### config.mk
export PLATFORM = sky130hd
export DESIGN_NAME = two_level_round_robin_scheduler_flat
export DESIGN_NICKNAME = d
export VERILOG_FILES = /design/src/hdl/trr_pkg.sv /design/src/hdl/trr_ifs.sv /design/src/hdl/two_level_round_robin_scheduler.sv /design/src/hdl/trr_seq.sv /design/src/hdl/trr_dp.sv /design/src/flat_wrapper.sv
export VERILOG_INCLUDE_DIRS = /design/src /design/src/hdl
export SDC_FILE = /design/constraint.sdc
export NUM_CORES = 1
export LEC_CHECK = 0
export ABC_AREA = 1
export BUFFER_PORTS_ARGS = -buffer_cell sky130_fd_sc_hd__buf_2
export CAP_MARGIN = 20
export CORE_MARGIN = 5
export CORE_UTILIZATION = 55
export CTS_BUF_LIST = sky130_fd_sc_hd__clkbuf_8 sky130_fd_sc_hd__clkbuf_16
export CTS_CLUSTER_SIZE = 20
export DETAILED_ROUTE_END_ITERATION = 12
export MAX_ROUTING_LAYER = met4
export PLACE_DENSITY = 0.83
export SYNTH_ARGS = -nofsm -noshare
export SYNTH_HDL_FRONTEND = slang
export SYNTH_SLANG_ARGS = --single-unit
### constraint.sdc
create_clock -name clk -period 5.3 [get_ports clk]
set_input_delay 0.795 -clock clk [delete_from_list [all_inputs] [get_ports clk]]
set_output_delay 0.795 -clock clk [all_outputs]
set_load 0.02 [all_outputs]
### src/hdl/two_level_round_robin_scheduler_macros.svh
// assertion helpers, clocked on clk and disabled while arst_n is low
`ifndef TWO_LEVEL_ROUND_ROBIN_SCHEDULER_MACROS_SVH
`define TWO_LEVEL_ROUND_ROBIN_SCHEDULER_MACROS_SVH

// expression holds at every edge
`define TRR_ASSERT(lbl, expr, msg) \
	lbl: assert property (@(posedge clk) disable iff (!arst_n) (expr)) else $error(msg);

// consequent holds in the same cycle as the antecedent
`define TRR_ASSERT_IMP(lbl, ante, cons, msg) \
	lbl: assert property (@(posedge clk) disable iff (!arst_n) (ante) |-> (cons)) else $error(msg);

// consequent holds in the cycle after the antecedent
`define TRR_ASSERT_NXT(lbl, ante, cons, msg) \
	lbl: assert property (@(posedge clk) disable iff (!arst_n) (ante) |=> (cons)) else $error(msg);

`endif

### src/hdl/trr_pkg.sv
`timescale 1ns / 1ps

package trr_pkg;

	localparam int TASK_W   = 16;
	localparam int CMD_W    = 3;
	localparam int STATUS_W = 3;
	localparam int QUANT_W  = 16;
	localparam int UPC_W    = 5;

	localparam logic [QUANT_W-1:0] QUANTUM_RESET = 16'd10;

	typedef enum logic [CMD_W-1:0] {
		CMD_TICK         = 3'd0,
		CMD_ADD          = 3'd1,
		CMD_FINISH       = 3'd2,
		CMD_PROMOTE_HEAD = 3'd3,
		CMD_PROMOTE_ID   = 3'd4,
		CMD_DEMOTE_HEAD  = 3'd5,
		CMD_DEMOTE_ID    = 3'd6
	} cmd_t;

	typedef enum logic [STATUS_W-1:0] {
		ST_OK        = 3'd0,
		ST_EMPTY     = 3'd1,
		ST_NOT_FOUND = 3'd2,
		ST_FULL      = 3'd3,
		ST_NO_FINISH = 3'd4
	} status_t;

	// datapath micro-operations
	typedef enum logic [3:0] {
		U_NOP,
		U_ACCEPT,
		U_TICK,
		U_RD,
		U_RDNEXT,
		U_RDHEAD,
		U_ROT,
		U_APPEND,
		U_POPMV,
		U_LOADMV,
		U_INCPOS,
		U_SHWR,
		U_DROP,
		U_EMIT
	} uop_t;

	// jump conditions
	typedef enum logic [3:0] {
		C_NEVER,
		C_ALWAYS,
		C_NOT_IN,
		C_OUT_BUSY,
		C_SRC_EMPTY,
		C_SRC_LE1,
		C_DST_FULL,
		C_MATCH,
		C_LAST,
		C_NOT_LAST,
		C_NO_ROT
	} cond_t;

	typedef logic [UPC_W-1:0] upc_t;

	typedef struct packed {
		uop_t    uop;
		cond_t   cond;
		upc_t    target;
		logic    dispatch;
		status_t st;
	} uword_t;

	typedef struct packed {
		logic src_empty;
		logic src_le1;
		logic dst_full;
		logic match;
		logic last;
		logic no_rot;
	} dp_flags_t;

	typedef struct packed {
		logic [TASK_W-1:0] running_id;
		logic              running_valid;
		logic              running_is_high;
		status_t           status;
	} result_t;

endpackage

### src/hdl/trr_ifs.sv
`timescale 1ns / 1ps

interface trr_cmd_if;
	import trr_pkg::*;
	logic              valid;
	logic              ready;
	logic [CMD_W-1:0]  command;
	logic [TASK_W-1:0] task_id;
	modport source (output valid, command, task_id, input ready);
	modport sink (input valid, command, task_id, output ready);
endinterface

interface trr_res_if;
	import trr_pkg::*;
	logic                valid;
	logic                ready;
	logic [TASK_W-1:0]   running_id;
	logic                running_valid;
	logic                running_is_high;
	logic [STATUS_W-1:0] status;
	modport source (output valid, running_id, running_valid, running_is_high, status,
		input ready);
	modport sink (input valid, running_id, running_valid, running_is_high, status,
		output ready);
endinterface

interface trr_cfg_if;
	import trr_pkg::*;
	logic               valid;
	logic               ready;
	logic [QUANT_W-1:0] quantum_ticks;
	modport source (output valid, quantum_ticks, input ready);
	modport sink (input valid, quantum_ticks, output ready);
endinterface

### src/hdl/two_level_round_robin_scheduler.sv
`timescale 1ns / 1ps
// two-level round-robin scheduler
// cmd channel: one item per command (tick, add, finish, promote or demote by head or id)
// res channel: one item per command with the running task, its queue and a status code
// cfg channel: writes quantum_ticks, always ready; write it only while no command is in work
// a microcoded sequencer steps a datapath holding two circular task queues in memories
// by-id moves scan the source queue one entry at a time, with one memory read port per queue
// one command is in work at a time; the next is taken once the result is in the output
//   register, so a stalled receiver holds one result and the sequencer waits at the next one
// reset: both queues empty, quantum 10, elapsed count zero; no memory clearing pass
// res holds its item stable until res.ready is seen high
module two_level_round_robin_scheduler #(
	parameter int QUEUE_DEPTH = 16,
	parameter int ID_WIDTH    = 16
) (
	input logic       clk,
	input logic       arst_n,
	trr_cmd_if.sink   cmd,
	trr_res_if.source res,
	trr_cfg_if.sink   cfg
);
	import trr_pkg::*;

	uword_t    uw;
	dp_flags_t flags;
	result_t   result;
	result_t   res_q;
	logic      out_valid_q;
	logic      in_fire;
	logic      out_busy;
	logic      emit;

	assign cmd.ready = uw.uop == U_ACCEPT;
	assign in_fire   = cmd.valid && cmd.ready;
	assign cfg.ready = 1'b1;
	assign out_busy  = out_valid_q && !res.ready;
	assign emit      = (uw.uop == U_EMIT) && !out_busy;

	trr_seq u_seq (
		.clk      (clk),
		.arst_n   (arst_n),
		.in_valid (cmd.valid),
		.out_busy (out_busy),
		.in_cmd   (cmd_t'(cmd.command)),
		.flags    (flags),
		.uw       (uw)
	);

	trr_dp #(
		.QUEUE_DEPTH (QUEUE_DEPTH),
		.ID_WIDTH    (ID_WIDTH)
	) u_dp (
		.clk      (clk),
		.arst_n   (arst_n),
		.uw       (uw),
		.in_fire  (in_fire),
		.in_cmd   (cmd_t'(cmd.command)),
		.in_id    (cmd.task_id),
		.cfg_fire (cfg.valid),
		.cfg_data (cfg.quantum_ticks),
		.flags    (flags),
		.result   (result)
	);

	always_ff @(posedge clk or negedge arst_n) begin
		if (!arst_n) begin
			out_valid_q <= 1'b0;
		end else if (emit) begin
			out_valid_q <= 1'b1;
		end else if (res.ready) begin
			out_valid_q <= 1'b0;
		end
	end

	always_ff @(posedge clk) begin
		if (emit) begin
			res_q <= result;
		end
	end

	assign res.valid           = out_valid_q;
	assign res.running_id      = res_q.running_id;
	assign res.running_valid   = res_q.running_valid;
	assign res.running_is_high = res_q.running_is_high;
	assign res.status          = res_q.status;

endmodule

### src/hdl/trr_seq.sv
`timescale 1ns / 1ps

module trr_seq (
	input  logic               clk,
	input  logic               arst_n,
	input  logic               in_valid,
	input  logic               out_busy,
	input  trr_pkg::cmd_t      in_cmd,
	input  trr_pkg::dp_flags_t flags,
	output trr_pkg::uword_t    uw
);
	import trr_pkg::*;

	// microprogram addresses
	localparam upc_t A_TICK     = 5'd0;
	localparam upc_t A_TICK_RD  = 5'd1;
	localparam upc_t A_TICK_ROT = 5'd2;
	localparam upc_t A_ADD      = 5'd3;
	localparam upc_t A_ADD_PUT  = 5'd4;
	localparam upc_t A_FIN      = 5'd5;
	localparam upc_t A_FIN_POP  = 5'd6;
	localparam upc_t A_HMOVE    = 5'd7;
	localparam upc_t A_HM_CHK   = 5'd8;
	localparam upc_t A_HM_POP   = 5'd9;
	localparam upc_t A_HM_PUT   = 5'd10;
	localparam upc_t A_SCAN     = 5'd11;
	localparam upc_t A_SC_RD    = 5'd12;
	localparam upc_t A_SC_CMP   = 5'd13;
	localparam upc_t A_SC_NEXT  = 5'd14;
	localparam upc_t A_S_NF     = 5'd15;
	localparam upc_t A_FOUND    = 5'd16;
	localparam upc_t A_SH_CHK   = 5'd17;
	localparam upc_t A_SH_RD    = 5'd18;
	localparam upc_t A_SH_WR    = 5'd19;
	localparam upc_t A_TAIL     = 5'd20;
	localparam upc_t A_TAIL_PUT = 5'd21;
	localparam upc_t A_S_EMPTY  = 5'd22;
	localparam upc_t A_S_FULL   = 5'd23;
	localparam upc_t A_S_NOFIN  = 5'd24;
	localparam upc_t A_HEADRD   = 5'd25;
	localparam upc_t A_EMIT     = 5'd26;
	localparam upc_t A_IDLE     = 5'd27;

	function automatic uword_t w(uop_t u, cond_t c, upc_t t, status_t s);
		uword_t r;
		r.uop      = u;
		r.cond     = c;
		r.target   = t;
		r.dispatch = 1'b0;
		r.st       = s;
		return r;
	endfunction

	function automatic uword_t ucode(upc_t pc);
		uword_t r;
		r = w(U_NOP, C_ALWAYS, A_IDLE, ST_OK);
		case (pc)
			A_TICK:     r = w(U_TICK, C_NO_ROT, A_HEADRD, ST_OK);
			A_TICK_RD:  r = w(U_RD, C_SRC_LE1, A_HEADRD, ST_OK);
			A_TICK_ROT: r = w(U_ROT, C_ALWAYS, A_HEADRD, ST_OK);
			A_ADD:      r = w(U_NOP, C_DST_FULL, A_S_FULL, ST_OK);
			A_ADD_PUT:  r = w(U_APPEND, C_ALWAYS, A_HEADRD, ST_OK);
			A_FIN:      r = w(U_NOP, C_SRC_EMPTY, A_S_NOFIN, ST_OK);
			A_FIN_POP:  r = w(U_POPMV, C_ALWAYS, A_HEADRD, ST_OK);
			A_HMOVE:    r = w(U_RD, C_SRC_EMPTY, A_S_EMPTY, ST_OK);
			A_HM_CHK:   r = w(U_NOP, C_DST_FULL, A_S_FULL, ST_OK);
			A_HM_POP:   r = w(U_POPMV, C_NEVER, A_IDLE, ST_OK);
			A_HM_PUT:   r = w(U_APPEND, C_ALWAYS, A_HEADRD, ST_OK);
			A_SCAN:     r = w(U_NOP, C_SRC_EMPTY, A_S_NF, ST_OK);
			A_SC_RD:    r = w(U_RD, C_NEVER, A_IDLE, ST_OK);
			A_SC_CMP:   r = w(U_NOP, C_MATCH, A_FOUND, ST_OK);
			A_SC_NEXT:  r = w(U_INCPOS, C_NOT_LAST, A_SC_RD, ST_OK);
			A_S_NF:     r = w(U_NOP, C_ALWAYS, A_HEADRD, ST_NOT_FOUND);
			A_FOUND:    r = w(U_LOADMV, C_DST_FULL, A_S_FULL, ST_OK);
			A_SH_CHK:   r = w(U_NOP, C_LAST, A_TAIL, ST_OK);
			A_SH_RD:    r = w(U_RDNEXT, C_NEVER, A_IDLE, ST_OK);
			A_SH_WR:    r = w(U_SHWR, C_ALWAYS, A_SH_CHK, ST_OK);
			A_TAIL:     r = w(U_DROP, C_NEVER, A_IDLE, ST_OK);
			A_TAIL_PUT: r = w(U_APPEND, C_ALWAYS, A_HEADRD, ST_OK);
			A_S_EMPTY:  r = w(U_NOP, C_ALWAYS, A_HEADRD, ST_EMPTY);
			A_S_FULL:   r = w(U_NOP, C_ALWAYS, A_HEADRD, ST_FULL);
			A_S_NOFIN:  r = w(U_NOP, C_NEVER, A_IDLE, ST_NO_FINISH);
			A_HEADRD:   r = w(U_RDHEAD, C_NEVER, A_IDLE, ST_OK);
			A_EMIT:     r = w(U_EMIT, C_OUT_BUSY, A_EMIT, ST_OK);
			A_IDLE: begin
				r = w(U_ACCEPT, C_NOT_IN, A_IDLE, ST_OK);
				r.dispatch = 1'b1;
			end
			default:    r = w(U_NOP, C_ALWAYS, A_IDLE, ST_OK);
		endcase
		return r;
	endfunction

	function automatic upc_t dispatch(cmd_t c);
		upc_t t;
		case (c)
			CMD_TICK:                         t = A_TICK;
			CMD_ADD:                          t = A_ADD;
			CMD_FINISH:                       t = A_FIN;
			CMD_PROMOTE_HEAD, CMD_DEMOTE_HEAD: t = A_HMOVE;
			CMD_PROMOTE_ID, CMD_DEMOTE_ID:    t = A_SCAN;
			default:                          t = A_HEADRD;
		endcase
		return t;
	endfunction

	upc_t pc_q;
	upc_t pc_next;
	logic take;

	assign uw = ucode(pc_q);

	always_comb begin
		case (uw.cond)
			C_NEVER:     take = 1'b0;
			C_ALWAYS:    take = 1'b1;
			C_NOT_IN:    take = !in_valid;
			C_OUT_BUSY:  take = out_busy;
			C_SRC_EMPTY: take = flags.src_empty;
			C_SRC_LE1:   take = flags.src_le1;
			C_DST_FULL:  take = flags.dst_full;
			C_MATCH:     take = flags.match;
			C_LAST:      take = flags.last;
			C_NOT_LAST:  take = !flags.last;
			C_NO_ROT:    take = flags.no_rot;
			default:     take = 1'b0;
		endcase
	end

	always_comb begin
		if (take) begin
			pc_next = uw.target;
		end else if (uw.dispatch) begin
			pc_next = dispatch(in_cmd);
		end else begin
			pc_next = pc_q + upc_t'(1);
		end
	end

	always_ff @(posedge clk or negedge arst_n) begin
		if (!arst_n) begin
			pc_q <= A_IDLE;
		end else begin
			pc_q <= pc_next;
		end
	end

endmodule

### src/hdl/trr_dp.sv
`timescale 1ns / 1ps
`include "two_level_round_robin_scheduler_macros.svh"

module trr_dp #(
	parameter int QUEUE_DEPTH = 16,
	parameter int ID_WIDTH    = 16
) (
	input  logic                         clk,
	input  logic                         arst_n,
	input  trr_pkg::uword_t              uw,
	input  logic                         in_fire,
	input  trr_pkg::cmd_t                in_cmd,
	input  logic [trr_pkg::TASK_W-1:0]   in_id,
	input  logic                         cfg_fire,
	input  logic [trr_pkg::QUANT_W-1:0]  cfg_data,
	output trr_pkg::dp_flags_t           flags,
	output trr_pkg::result_t             result
);
	import trr_pkg::*;

	localparam int AW = $clog2(QUEUE_DEPTH);
	localparam int CW = $clog2(QUEUE_DEPTH + 1);
	localparam int SW = CW + 1;
	localparam logic [CW-1:0] DEPTH_C = CW'(QUEUE_DEPTH);

	// circular index: base < depth, off <= depth
	function automatic logic [AW-1:0] wrap(input logic [AW-1:0] base, input logic [CW-1:0] off);
		logic [SW-1:0] s;
		s = SW'(base) + SW'(off);
		if (s >= SW'(QUEUE_DEPTH)) begin
			s = s - SW'(QUEUE_DEPTH);
		end
		return s[AW-1:0];
	endfunction

	logic [ID_WIDTH-1:0] h_mem [QUEUE_DEPTH];
	logic [ID_WIDTH-1:0] l_mem [QUEUE_DEPTH];

	logic [AW-1:0]       h_head_q, l_head_q;
	logic [CW-1:0]       h_cnt_q, l_cnt_q;
	logic [QUANT_W-1:0]  elapsed_q, quantum_q;
	logic                s_hi_q;
	logic [CW-1:0]       pos_q;
	logic [ID_WIDTH-1:0] id_q, mv_q, h_rd_q, l_rd_q;
	status_t             status_q;

	logic [AW-1:0]       src_head, dst_head;
	logic [CW-1:0]       src_cnt, dst_cnt;
	logic [ID_WIDTH-1:0] src_rd;
	logic [CW-1:0]       rd_off;
	logic                rd_en;
	logic [AW-1:0]       h_raddr, l_raddr;
	logic                wr_en, wr_hi;
	logic [AW-1:0]       wr_addr;
	logic [ID_WIDTH-1:0] wr_data;
	logic [QUANT_W-1:0]  q_eff, elapsed_inc;
	logic                expire, no_task;

	// source is high for add, demote and a running high task, destination is the other one
	assign src_head = s_hi_q ? h_head_q : l_head_q;
	assign src_cnt  = s_hi_q ? h_cnt_q : l_cnt_q;
	assign dst_head = s_hi_q ? l_head_q : h_head_q;
	assign dst_cnt  = s_hi_q ? l_cnt_q : h_cnt_q;
	assign src_rd   = s_hi_q ? h_rd_q : l_rd_q;

	always_comb begin
		case (uw.uop)
			U_RDNEXT: rd_off = pos_q + CW'(1);
			U_RDHEAD: rd_off = '0;
			default:  rd_off = pos_q;
		endcase
	end

	assign rd_en   = (uw.uop == U_RD) || (uw.uop == U_RDNEXT) || (uw.uop == U_RDHEAD);
	assign h_raddr = wrap(h_head_q, rd_off);
	assign l_raddr = wrap(l_head_q, rd_off);

	always_comb begin
		wr_en   = 1'b0;
		wr_hi   = s_hi_q;
		wr_addr = wrap(src_head, pos_q);
		wr_data = src_rd;
		case (uw.uop)
			U_ROT: begin
				wr_en   = 1'b1;
				wr_addr = wrap(src_head, src_cnt);
			end
			U_SHWR: begin
				wr_en = 1'b1;
			end
			U_APPEND: begin
				wr_en   = 1'b1;
				wr_hi   = !s_hi_q;
				wr_addr = wrap(dst_head, dst_cnt);
				wr_data = mv_q;
			end
			default: ;
		endcase
	end

	// quantum of zero behaves as one, elapsed count saturates
	assign q_eff       = (quantum_q == '0) ? QUANT_W'(1) : quantum_q;
	assign elapsed_inc = (elapsed_q == '1) ? elapsed_q : elapsed_q + QUANT_W'(1);
	assign expire      = elapsed_inc >= q_eff;
	assign no_task     = (h_cnt_q == '0) && (l_cnt_q == '0);

	assign flags.src_empty = src_cnt == '0;
	assign flags.src_le1   = src_cnt <= CW'(1);
	assign flags.dst_full  = dst_cnt == DEPTH_C;
	assign flags.match     = src_rd == id_q;
	assign flags.last      = (SW'(pos_q) + SW'(1)) >= SW'(src_cnt);
	assign flags.no_rot    = no_task || !expire;

	always_comb begin
		if (h_cnt_q != '0) begin
			result.running_id      = TASK_W'(h_rd_q);
			result.running_valid   = 1'b1;
			result.running_is_high = 1'b1;
		end else if (l_cnt_q != '0) begin
			result.running_id      = TASK_W'(l_rd_q);
			result.running_valid   = 1'b1;
			result.running_is_high = 1'b0;
		end else begin
			result.running_id      = '0;
			result.running_valid   = 1'b0;
			result.running_is_high = 1'b0;
		end
		result.status = status_q;
	end

	always_ff @(posedge clk or negedge arst_n) begin
		if (!arst_n) begin
			h_head_q  <= '0;
			l_head_q  <= '0;
			h_cnt_q   <= '0;
			l_cnt_q   <= '0;
			elapsed_q <= '0;
			quantum_q <= QUANTUM_RESET;
			s_hi_q    <= 1'b0;
			pos_q     <= '0;
		end else begin
			if (cfg_fire) begin
				quantum_q <= cfg_data;
			end
			if (in_fire) begin
				pos_q <= '0;
				case (in_cmd)
					CMD_ADD, CMD_DEMOTE_HEAD, CMD_DEMOTE_ID: s_hi_q <= 1'b1;
					CMD_PROMOTE_HEAD, CMD_PROMOTE_ID:        s_hi_q <= 1'b0;
					default:                                 s_hi_q <= h_cnt_q != '0;
				endcase
				// every command but a tick restarts the quantum
				if (in_cmd inside {CMD_ADD, CMD_FINISH, CMD_PROMOTE_HEAD, CMD_PROMOTE_ID,
					CMD_DEMOTE_HEAD, CMD_DEMOTE_ID}) begin
					elapsed_q <= '0;
				end
			end
			case (uw.uop)
				U_TICK: begin
					elapsed_q <= (no_task || expire) ? '0 : elapsed_inc;
				end
				U_ROT: begin
					if (s_hi_q) begin
						h_head_q <= wrap(h_head_q, CW'(1));
					end else begin
						l_head_q <= wrap(l_head_q, CW'(1));
					end
				end
				U_POPMV: begin
					if (s_hi_q) begin
						h_head_q <= wrap(h_head_q, CW'(1));
						h_cnt_q  <= h_cnt_q - CW'(1);
					end else begin
						l_head_q <= wrap(l_head_q, CW'(1));
						l_cnt_q  <= l_cnt_q - CW'(1);
					end
				end
				U_DROP: begin
					if (s_hi_q) begin
						h_cnt_q <= h_cnt_q - CW'(1);
					end else begin
						l_cnt_q <= l_cnt_q - CW'(1);
					end
				end
				U_APPEND: begin
					if (s_hi_q) begin
						l_cnt_q <= l_cnt_q + CW'(1);
					end else begin
						h_cnt_q <= h_cnt_q + CW'(1);
					end
				end
				U_INCPOS, U_SHWR: begin
					pos_q <= pos_q + CW'(1);
				end
				default: ;
			endcase
		end
	end

	always_ff @(posedge clk) begin
		if (in_fire) begin
			id_q     <= ID_WIDTH'(in_id);
			mv_q     <= ID_WIDTH'(in_id);
			status_q <= ST_OK;
		end
		if ((uw.uop == U_LOADMV) || (uw.uop == U_POPMV)) begin
			mv_q <= src_rd;
		end
		if (uw.st != ST_OK) begin
			status_q <= uw.st;
		end
	end

	always_ff @(posedge clk) begin
		if (wr_en && wr_hi) begin
			h_mem[wr_addr] <= wr_data;
		end
		if (rd_en) begin
			h_rd_q <= h_mem[h_raddr];
		end
	end

	always_ff @(posedge clk) begin
		if (wr_en && !wr_hi) begin
			l_mem[wr_addr] <= wr_data;
		end
		if (rd_en) begin
			l_rd_q <= l_mem[l_raddr];
		end
	end

	`TRR_ASSERT(a_cnt_bound, (h_cnt_q <= DEPTH_C) && (l_cnt_q <= DEPTH_C), "queue count beyond depth")
	`TRR_ASSERT_IMP(a_append_room, uw.uop == U_APPEND, !flags.dst_full, "append into a full queue")
	`TRR_ASSERT_IMP(a_remove_nonempty, (uw.uop == U_POPMV) || (uw.uop == U_DROP), !flags.src_empty, "removal from an empty queue")
	`TRR_ASSERT_NXT(a_expiry_clears, (uw.uop == U_TICK) && !flags.no_rot, elapsed_q == '0, "expiry left elapsed count set")

endmodule

### src/flat_wrapper.sv
// flat-port wrapper written by rule: the top's interface ports become plain ports
module two_level_round_robin_scheduler_flat import trr_pkg::*;
#(
	parameter int QUEUE_DEPTH = 16,
	parameter int ID_WIDTH    = 16
)
  (clk, arst_n, cmd_valid, cmd_command, cmd_task_id, cmd_ready, res_valid, res_running_id, res_running_valid, res_running_is_high, res_status, res_ready, cfg_valid, cfg_quantum_ticks, cfg_ready);
  trr_cmd_if cmd_i ();
  trr_res_if res_i ();
  trr_cfg_if cfg_i ();
  input logic clk;
  input logic arst_n;
  input wire logic [$bits(cmd_i.valid)-1:0] cmd_valid;
  input wire logic [$bits(cmd_i.command)-1:0] cmd_command;
  input wire logic [$bits(cmd_i.task_id)-1:0] cmd_task_id;
  output wire logic [$bits(cmd_i.ready)-1:0] cmd_ready;
  output wire logic [$bits(res_i.valid)-1:0] res_valid;
  output wire logic [$bits(res_i.running_id)-1:0] res_running_id;
  output wire logic [$bits(res_i.running_valid)-1:0] res_running_valid;
  output wire logic [$bits(res_i.running_is_high)-1:0] res_running_is_high;
  output wire logic [$bits(res_i.status)-1:0] res_status;
  input wire logic [$bits(res_i.ready)-1:0] res_ready;
  input wire logic [$bits(cfg_i.valid)-1:0] cfg_valid;
  input wire logic [$bits(cfg_i.quantum_ticks)-1:0] cfg_quantum_ticks;
  output wire logic [$bits(cfg_i.ready)-1:0] cfg_ready;
  assign cmd_i.valid = cmd_valid;
  assign cmd_i.command = cmd_command;
  assign cmd_i.task_id = cmd_task_id;
  assign cmd_ready = cmd_i.ready;
  assign res_valid = res_i.valid;
  assign res_running_id = res_i.running_id;
  assign res_running_valid = res_i.running_valid;
  assign res_running_is_high = res_i.running_is_high;
  assign res_status = res_i.status;
  assign res_i.ready = res_ready;
  assign cfg_i.valid = cfg_valid;
  assign cfg_i.quantum_ticks = cfg_quantum_ticks;
  assign cfg_ready = cfg_i.ready;
  two_level_round_robin_scheduler #(.QUEUE_DEPTH(QUEUE_DEPTH), .ID_WIDTH(ID_WIDTH)) u_core (.clk(clk), .arst_n(arst_n), .cmd(cmd_i), .res(res_i), .cfg(cfg_i));
endmodule
==> out/qor.yml <==
outcome: "complete, no violations"
crit_arrival_ns: 5.30
synth_edf_count: 600
antenna_found_initial: 2
cp.required_ns: 5.76
finalNonFillerCells: 3584
grt_pass1_wl_um: 121000
skew_ns: 0.0180
route.top_layer_used: "met4"
slew_viol_final: 0
dieArea_um2: 59100
cts_tree: "done"
syn_to_final_growth_pct: 12.0
drt-total-wl_um: 78200
nets: 2933
cts_buffer_depth: 3
crit_slowest_cell: "dfstp_2"
syn_inst: 2760
yosysWarnings: 0
drv_cap: 0
reg2reg_slack_ns: 0.46
ant_nets: 0
reg2reg_depth: 22
final_layout_size_suffix_gt1_share_pct: 11.1
ys_seq_elements: 662
period_needed_ns: 4.84
critPathTopFamily: "adder cells"
dpl.hpwl_um: 47400
die_x_um: 243
wl_per_cell_um: 21.8
routed_via_density: 6.17
clock-sinks: 662
crit_top_cell: "nand2_1"
cts.repair.resized: 0
cp_slowest_stage_delay_ns: 0.64
coreArea_um2: 53800
fmax_mhz: 206
initial_core_util_pct: 55.5
num_rows: 85
root_buffer: "clkbuf_16"
timing.final.crit_share_pct: 91.4
post-route-drc-count: 0
worst_pin_slew_ns: 1.12
ys.flop_type: "edfxtp_1"
holdCritPathClass: "in2async"
cts_setup_buffers: 0
synth.net_count: 2858
startpoint_type: "flop"
drt-initial-drc-count: 2986
holdBufCountCts: 0
firstDrtPassIters: 6
slew_headroom_pct: 24.9
synth_seq_area_share_pct: 65.5
wl_met1_um: 28600
htree_levels: 3
critPathMaxFanout: 96
rr_startpoint: "u_core.u_seq.pc_q[0]"
die_h_um: 243
insertion_delay_ns: 0.60
dp.cells: 3462
layout_common_cells: "nand2_1 (714), edfxtp_1 (600), o21ai_0 (280)"
path_class: "reg2reg"
cp.depth: 22
grt_usage_pct: 26.6
yosysUniqueCellTypes: 51
finalHoldViolations: 0
crit_chain: "inv_1 > ha_1 > inv_1 > nand2_2 > nand3_1 > nand2_1 > nor2_2 > inv_2 > nand2_1 > nor2_2 > nand2_1 > o21ai_0 > buf_4 > ha_4 > fa_1 > inv_2 > buf_12 > a21oi_1 > a32o_1 > o21ai_0 > nand3_1 > nand2_1"
cp_num_buf_inv: 6
synth_area_per_cell_um2: 10.8
netlist_area_um2: 29900
numCtsBuffers: 67
grt_max_degree: 129
tns_ns: 0
gp_congestion: 0.954
cp-end-kind: "flop"
routed-wl-met2_um: 37200
met3WireLength_um: 8800
clkTransAtPathRegs_ns: 0.06
grt_pass1_vias: 21600
final_common_cell: "nand2_1"
async_flop_share_pct: 9.37
setup_viol: 0
grt_setup_unrepaired: "false"
ios: 64
port_buffers: 62
r2r_end: "u_core.u_dp.h_rd_q[4]"
vias: 22100
grt_overflow: 0
==> synth_stat cells, types with 7 or more instances <==
cell type  number  area (um^2)
nand2_1       715         2680
inv_1         153          574
clkbuf_1      104          390
edfxtp_1      600        18000
inv_2           8         30.0
buf_2          13         65.1
nand2_2        17          106
a21oi_1        91          455
ha_1           52          651
nand4_1        30          188
o21ai_0       280         1400
a32o_1         64          641
a31oi_1        20          125
nand3_1       115          576
buf_6           7         78.8
xor2_1         27          236
dfrtp_1        56         1400
o22ai_1        71          444
nor3_1         11         55.1
nand3b_1        7         52.6
nor2_1        240          901
==> how the worst max path moves through the flow <==
| stage | start | endpoint | slack, ns |
|---|---|---|---|
| global route | u_core.u_seq.pc_q[0] | u_core.u_dp.l_mem[5][2] | 0.26 |
| floorplan | u_core.u_seq.pc_q[0] | u_core.u_dp.h_mem[11][0] | 1.04 |
| global placement | u_core.u_seq.pc_q[0] | u_core.u_dp.l_rd_q[8] | 0.73 |
| detailed placement | u_core.u_seq.pc_q[0] | u_core.u_dp.h_rd_q[12] | 0.63 |
| CTS | u_core.u_seq.pc_q[0] | u_core.u_dp.h_rd_q[4] | 0.60 |
| finish | u_core.u_seq.pc_q[0] | u_core.u_dp.h_rd_q[4] | 0.46 |
==> cell families (layout without fill, tap and decap cells) <==
family                   Yosys count  count (layout)  share of synthesized area, %
flip-flops                       662             662                          65.5
XOR/XNOR                          32              32                         0.938
AO/OA/AOI/OAI                    547             547                          10.8
AND/OR/NAND/NOR                 1162            1162                          16.1
adder cells (fa/ha/maj)           58              58                          2.58
buffers and inverters            298             424                          4.03
other                              1               3                        0.0125
==> cell type report <==
cell class | instances | area [um^2]
inverter | 165 | 624
tap | 696 | 871
antenna | 2 | 5.00
multi-input combinational | 1800 | 9260
clock buffer | 70 | 1750
sequential | 662 | 19600
timing repair buffer | 139 | 1020
clock inverter | 50 | 368
fill | 3930 | 20300
==> metrics by stage <==
step                worst slack [ns]  hold WS, ns  instance area (um^2)  util [%]
floorplan                       1.04        0.400                 29900         -
global placement               0.728        0.414                 31300      58.2
detailed placement             0.632        0.416                 31400      58.3
CTS                            0.598        0.369                 33500      62.2
global route                   0.255        0.384                 33500      62.2
finish                         0.456        0.382                 33500      62.2
==> registers in the layout, summed over array words and instances (netlist names), 3 cells and up <==
signal / cells
u_core.res.running_id: 16
u_core.res.status: 3
u_core.u_dp.elapsed_q: 16
u_core.u_dp.h_cnt_q: 5
u_core.u_dp.h_head_q: 4
u_core.u_dp.h_mem: 256
u_core.u_dp.h_rd_q: 16
u_core.u_dp.id_q: 16
u_core.u_dp.l_cnt_q: 5
u_core.u_dp.l_head_q: 4
u_core.u_dp.l_mem: 256
u_core.u_dp.l_rd_q: 16
u_core.u_dp.mv_q: 16
u_core.u_dp.pos_q: 5
u_core.u_dp.quantum_q: 16
u_core.u_dp.status_q: 3
u_core.u_seq.pc_q: 5
==> per-layer routing <==
layer | global-route usage (%) | vias to the layer above
li1 | - | 9873
met1 | 34.0 | 10500
met2 | 42.1 | 1469
met3 | 4.94 | 238
met4 | 11.8 | 0
met5 | - | -
Power is not shown: default switching activity piles up to over one toggle a cycle in this logic, so the estimate is an artifact.
